===== config.mk =====
export PLATFORM = sky130hd
export DESIGN_NAME = mm64a_mul
export DESIGN_NICKNAME = d
export VERILOG_FILES = /design/src/rtl/core/murmur64a_hash_engine_unit_assert.svh /design/src/rtl/core/mm64a_pkg.sv /design/src/rtl/core/mm64a_mul.sv
export SDC_FILE = /design/constraint.sdc
export NUM_CORES = 2
export LEC_CHECK = 0
export BUFFER_PORTS_ARGS = -buffer_cell sky130_fd_sc_hd__buf_2
export CAP_MARGIN = 20
export CORE_UTILIZATION = 60
export CTS_BUF_LIST = sky130_fd_sc_hd__clkbuf_8 sky130_fd_sc_hd__clkbuf_16
export DETAILED_ROUTE_END_ITERATION = 10
export PLACE_DENSITY = 0.81
export SETUP_SLACK_MARGIN = 0.1
export SKIP_CTS_REPAIR_TIMING = 1
export SYNTH_ARGS = -nofsm -noshare
export SYNTH_HDL_FRONTEND = slang
export SYNTH_SLANG_ARGS = --single-unit

===== constraint.sdc =====
create_clock -name clk_i -period 11.82 [get_ports clk_i]
set_input_delay 0.591 -clock clk_i [delete_from_list [all_inputs] [get_ports clk_i]]
set_output_delay 0.591 -clock clk_i [all_outputs]
set_load 0.005 [all_outputs]

===== src/rtl/core/murmur64a_hash_engine_unit_assert.svh =====
// Assertion macros shared by the hash engine RTL.
// Each macro expects clk_i and rst_ni to be visible where it is used.
`ifndef MURMUR64A_HASH_ENGINE_UNIT_ASSERT_SVH
`define MURMUR64A_HASH_ENGINE_UNIT_ASSERT_SVH

// Same-cycle implication.
`define MM64A_ASSERT_NOW(lbl, ante, cons, msg) \
  lbl: assert property (@(posedge clk_i) disable iff (!rst_ni) (ante) |-> (cons)) \
    else $error(msg);

// Next-cycle implication.
`define MM64A_ASSERT_NEXT(lbl, ante, cons, msg) \
  lbl: assert property (@(posedge clk_i) disable iff (!rst_ni) (ante) |=> (cons)) \
    else $error(msg);

`endif


===== src/rtl/core/mm64a_pkg.sv =====
package mm64a_pkg;

  localparam int unsigned KEY_LEN_W       = 32;
  localparam int unsigned WORD_W          = 64;
  localparam int unsigned LENGTH_BITS_DEF = 32;

  localparam logic [63:0] MUR_M = 64'hc6a4a7935bd1e995;
  localparam int unsigned MUR_R = 47;
  // Byte index within a word.
  localparam logic [2:0]  BYTE_IDX_MASK = 3'h7;

  typedef enum logic [0:0] {
    ST_IDLE,
    ST_MUL
  } seq_state_e;

  // What the running multiply belongs to.
  typedef enum logic [2:0] {
    PH_INIT,
    PH_K1,
    PH_K2,
    PH_H,
    PH_FIN
  } mul_phase_e;

  typedef struct packed {
    logic [KEY_LEN_W-1:0] key_length;
    logic [WORD_W-1:0]    key_word;
  } key_req_t;

  typedef struct packed {
    logic [WORD_W-1:0] hash_value;
  } hash_rsp_t;

  typedef struct packed {
    logic              start;
    logic [WORD_W-1:0] operand;
  } mul_req_t;

  typedef struct packed {
    logic              done;
    logic [WORD_W-1:0] product;
  } mul_rsp_t;

  // Keeps the lowest n bytes of a word.
  function automatic logic [WORD_W-1:0] tail_mask(input logic [2:0] n);
    logic [WORD_W-1:0] m;
    m = '0;
    for (int i = 0; i < 8; i++) begin
      m[i*8 +: 8] = (3'(i) < n) ? 8'hFF : 8'h00;
    end
    return m;
  endfunction

  // h ^ (h >> r), the shift-xor step used in the word mix and finalizer.
  function automatic logic [WORD_W-1:0] shift_xor(input logic [WORD_W-1:0] h);
    return h ^ (h >> MUR_R);
  endfunction

endpackage


===== src/rtl/core/mm64a_mul.sv =====
// Multiplies a 64-bit operand by the hash constant modulo 2^64, using one
// 32x32 multiplier, step by step. The product is valid while done is high.
module mm64a_mul (
  input  logic                clk_i,
  input  logic                rst_ni,
  input  mm64a_pkg::mul_req_t req_i,
  output mm64a_pkg::mul_rsp_t rsp_o
);
  import mm64a_pkg::*;

  logic [WORD_W-1:0] a_q, a_d;
  logic [WORD_W-1:0] acc_q, acc_d;
  logic [1:0]        step_q, step_d;
  logic              busy_q, busy_d;
  logic              done_q, done_d;

  logic [31:0]       op_a, op_b;
  logic [63:0]       prod;

  // Step 0: aL*mL, step 1: aL*mH, step 2: aH*mL. The upper cross terms
  // fall outside the 64-bit result.
  always_comb begin
    op_a = (step_q == 2'd2) ? a_q[63:32] : a_q[31:0];
    op_b = (step_q == 2'd1) ? MUR_M[63:32] : MUR_M[31:0];
    prod = 64'(op_a) * 64'(op_b);
  end

  always_comb begin
    a_d    = a_q;
    acc_d  = acc_q;
    step_d = step_q;
    busy_d = busy_q;
    done_d = 1'b0;
    if (req_i.start) begin
      a_d    = req_i.operand;
      step_d = 2'd0;
      busy_d = 1'b1;
    end else if (busy_q) begin
      if (step_q == 2'd0) begin
        acc_d = prod;
      end else begin
        acc_d[63:32] = acc_q[63:32] + prod[31:0];
      end
      step_d = step_q + 2'd1;
      if (step_q == 2'd2) begin
        busy_d = 1'b0;
        done_d = 1'b1;
      end
    end
  end

  always_ff @(posedge clk_i or negedge rst_ni) begin
    if (!rst_ni) begin
      step_q <= 2'd0;
      busy_q <= 1'b0;
      done_q <= 1'b0;
    end else begin
      step_q <= step_d;
      busy_q <= busy_d;
      done_q <= done_d;
    end
  end

  always_ff @(posedge clk_i) begin
    a_q   <= a_d;
    acc_q <= acc_d;
  end

  assign rsp_o.done    = done_q;
  assign rsp_o.product = acc_q;

endmodule


==> impl_metrics.csv <==
group,metric,value,unit
route,routed_via_density,5.81,
yosys,ys_seq_area_share,12.7,%
worst_setup_path,cp.arrival,11.25,ns
worst_setup_path,crit_family,"adder cells",
route,antenna_left,0,
timing,clock_skew,0.0110,ns
yosys,synth_area_leaders,"fa_1, ha_1, edfxtp_1, inv_1, a21oi_1",
floorplan,io_pins,132,
final_layout,drive_above_1_share,8.06,%
floorplan,coreArea,51200,um2
final_layout,antennaDiodeCount,0,
status,violations,"design-rule violations",
timing,fmax,0.0908,GHz
timing,finalSetupViolCount,0,
route,drt_pass1_iterations,8,
floorplan,num_rows,83,
floorplan,start_util,60.7,%
route,drc_errors,2,
place,gp_congestion,1.06,
worst_setup_path,cp_num_buf_inv,7,
worst_setup_path,startpoint_type,"flip-flop",
final_layout,multiInputGateArea,23800,um2
cts,cts-root-buf,"clkbuf_16",
timing,tns,0,ns
min_path,holdCritPathClass,"input pin to flip-flop",
timing,worstMarginPinSlew,1.09,ns
global_routing,grt_antenna_before_repair,0,
route,wl_per_cell,23.9,um
cts,numCtsBuffers,17,
yosys,async_reset_ff_share,3.03,%
cts,clkTransAtPathRegs,0.06,ns
timing,fin_crit,11.02,ns
worst_setup_path,critPathRequiredTime,12.05,ns
route,wl,90800,um
worst_setup_path,cpPeakStageDelay,0.55,ns
route,routed-via-count,22044,
timing,rsz0062_at_grt,"false",
yosys,yosys-top-cells-count,"inv_1, fa_1, ha_1",
yosys,ys_types,91,
final_layout,fill_cells,4038,
yosys,ys.flop_type,"edfxtp_1",
floorplan,fp.dieW,229,um
timing,finalHoldViolations,0,
flow_run,cap_violations,0,
yosys,synth_most_common_cell,"inv_1",
yosys,ys_ff_latch,132,
yosys,syn_nets,4099,
global_routing,grt_pass1_wl,140000,um
cts,cts_tree,"done",
global_routing,grt_util_all_layers,36.0,%
route,drtIter0Drc,1856,
yosys,netlist_area,31100,um2
global_routing,first_global_vias,23774,
final_layout,synthToLayoutAreaGrowth,6.48,%
yosys,syn_area_per_cell,10.4,um2
yosys,yosys.area.top_type,"fa_1",
timing,fin_crit_sh,93.2,%
timing,max-slew-margin-rel,27.3,%
yosys,ys.warnings.count,0,
cts,clkSinkCount,132,
place,dp_hpwl,79200,um
floorplan,die_area,52700,um2
final_layout,final_nets,4220,
cts,clk_latency,0.48,ns
timing,final_max_slew_viol_count,0,
place,io_buffers,131,
cts,cts_buffer_depth,2,
yosys,synth-edff-count,128,
yosys,synth_top_area_share,39.8,%
final_layout,final_util,64.6,%
worst_setup_path,cpMaxStageDelayCell,"fa_1",
yosys,postSynthCellCount,2979,
final_layout,seqCellArea,3940,um2
status,status,"complete, but fails checks",
global_routing,grt_max_degree,69,
cts,ctsHtreeMaxLevel,4,
global_routing,grt_overflow,0,
floorplan,fp.dieH,229,um
worst_setup_path,critPathMaxFanout,20,
worst_setup_path,end_kind,"flip-flop",
worst_setup_path,setup.worst_path.class,"flip-flop to flip-flop",
==> worst paths after layout <==
path | from | end | slack (ns) | cells after the start
min | req_i[21] | a_q[21] | 0.28 | 1
min in group asynchronous | rst_ni | done_q | 0.44 | 2
max in group asynchronous | rst_ni | step_q[1] | 11.26 | 2
max | step_q[0] | acc_q[61] | 0.80 | 36
min reg2reg | busy_q | busy_q | 0.60 | 1
max reg2reg | step_q[0] | acc_q[61] | 0.80 | 36
==> sequential cells by signal, indices dropped and copies added (netlist names) <==
signal  cells
a_q        64
acc_q      64
busy_q      1
done_q      1
step_q      2
==> cell type report <==
cell class	count	share of cell area [%]
Clock buffer	17	1.29
Sequential cell	132	11.9
Inverter	797	9.05
Tap cell	680	2.57
Timing Repair Buffer	160	2.65
Multi-Input combinational cell	1992	72.0
Clock inverter	15	0.499
==> worst register-to-register path, delay by kind of cell, from the launching register on <==
family | cells | cell delay (ns)
AO/OA/AOI/OAI | 9 | 2.23
flip-flops | 1 | 0.44
multiplexers | 2 | 0.74
XOR/XNOR | 1 | 0.20
buffers and inverters | 7 | 1.33
AND/OR/NAND/NOR | 6 | 1.03
adder cells (fa/ha/maj) | 11 | 4.79
==> layout by cell type (no fill, tap or decap), drive strengths merged, types with 7 or more instances in the layout <==
master,synthesis,final
o21bai,21,21
or3,8,8
nor3,16,16
or2,11,11
mux2,12,12
nand2,106,106
clkinv,3,12
nand2b,22,22
edfxtp,128,128
nor2,117,117
inv,794,796
nand4,21,21
buf,15,159
nand3,18,18
nor2b,9,9
a31oi,10,10
a21oi,148,148
and3,9,9
fa,618,618
ha,435,435
xor2,39,39
mux2i,32,32
xnor2,67,67
o211ai,12,12
a21o,64,64
and2,20,20
o21a,15,15
o21ai,62,62
a211oi,9,9
a221o,7,7
clkbuf,41,17
==> metal layers <==
layer  vias to the layer above  routed length, um  global-route usage (%)
li1                       9659                  -                       -
met1                     11085              34300                    45.3
met2                      1013              42700                    56.6
met3                       285               7280                    7.58
met4                         2               6530                    22.9
met5                         -                 67                    1.01
==> kinds of logic (layout without fill, tap and decap cells) <==
logic type | Yosys count | after routing | share of synthesized area [%]
adders and majority gates | 1053 | 1053 | 57.4
buffers and inverters | 855 | 989 | 10.7
AOI/OAI and AO/OA | 414 | 414 | 8.91
and+or+nand+nor | 373 | 373 | 5.81
DFF | 132 | 132 | 12.7
xor gates and xnor gates | 107 | 107 | 3.06
muxes | 44 | 44 | 1.47
other | 1 | 1 | 0.0121
==> metrics by stage <==
stage	hold WS, ns	cell area [um2]	setup slack, ns	instances
global placement	0.398	32500	1.19	3760
detailed placement	0.401	32500	0.933	3760
floorplan	0.295	31100	1.91	2979
CTS	-0.109	33100	0.902	3792
global route	0.270	33100	0.193	3793
finish	0.284	33100	0.804	3793
Power is left out: the tool's default activity adds up to more than one toggle a clock period on the data nets, which glitch-free logic cannot reach.
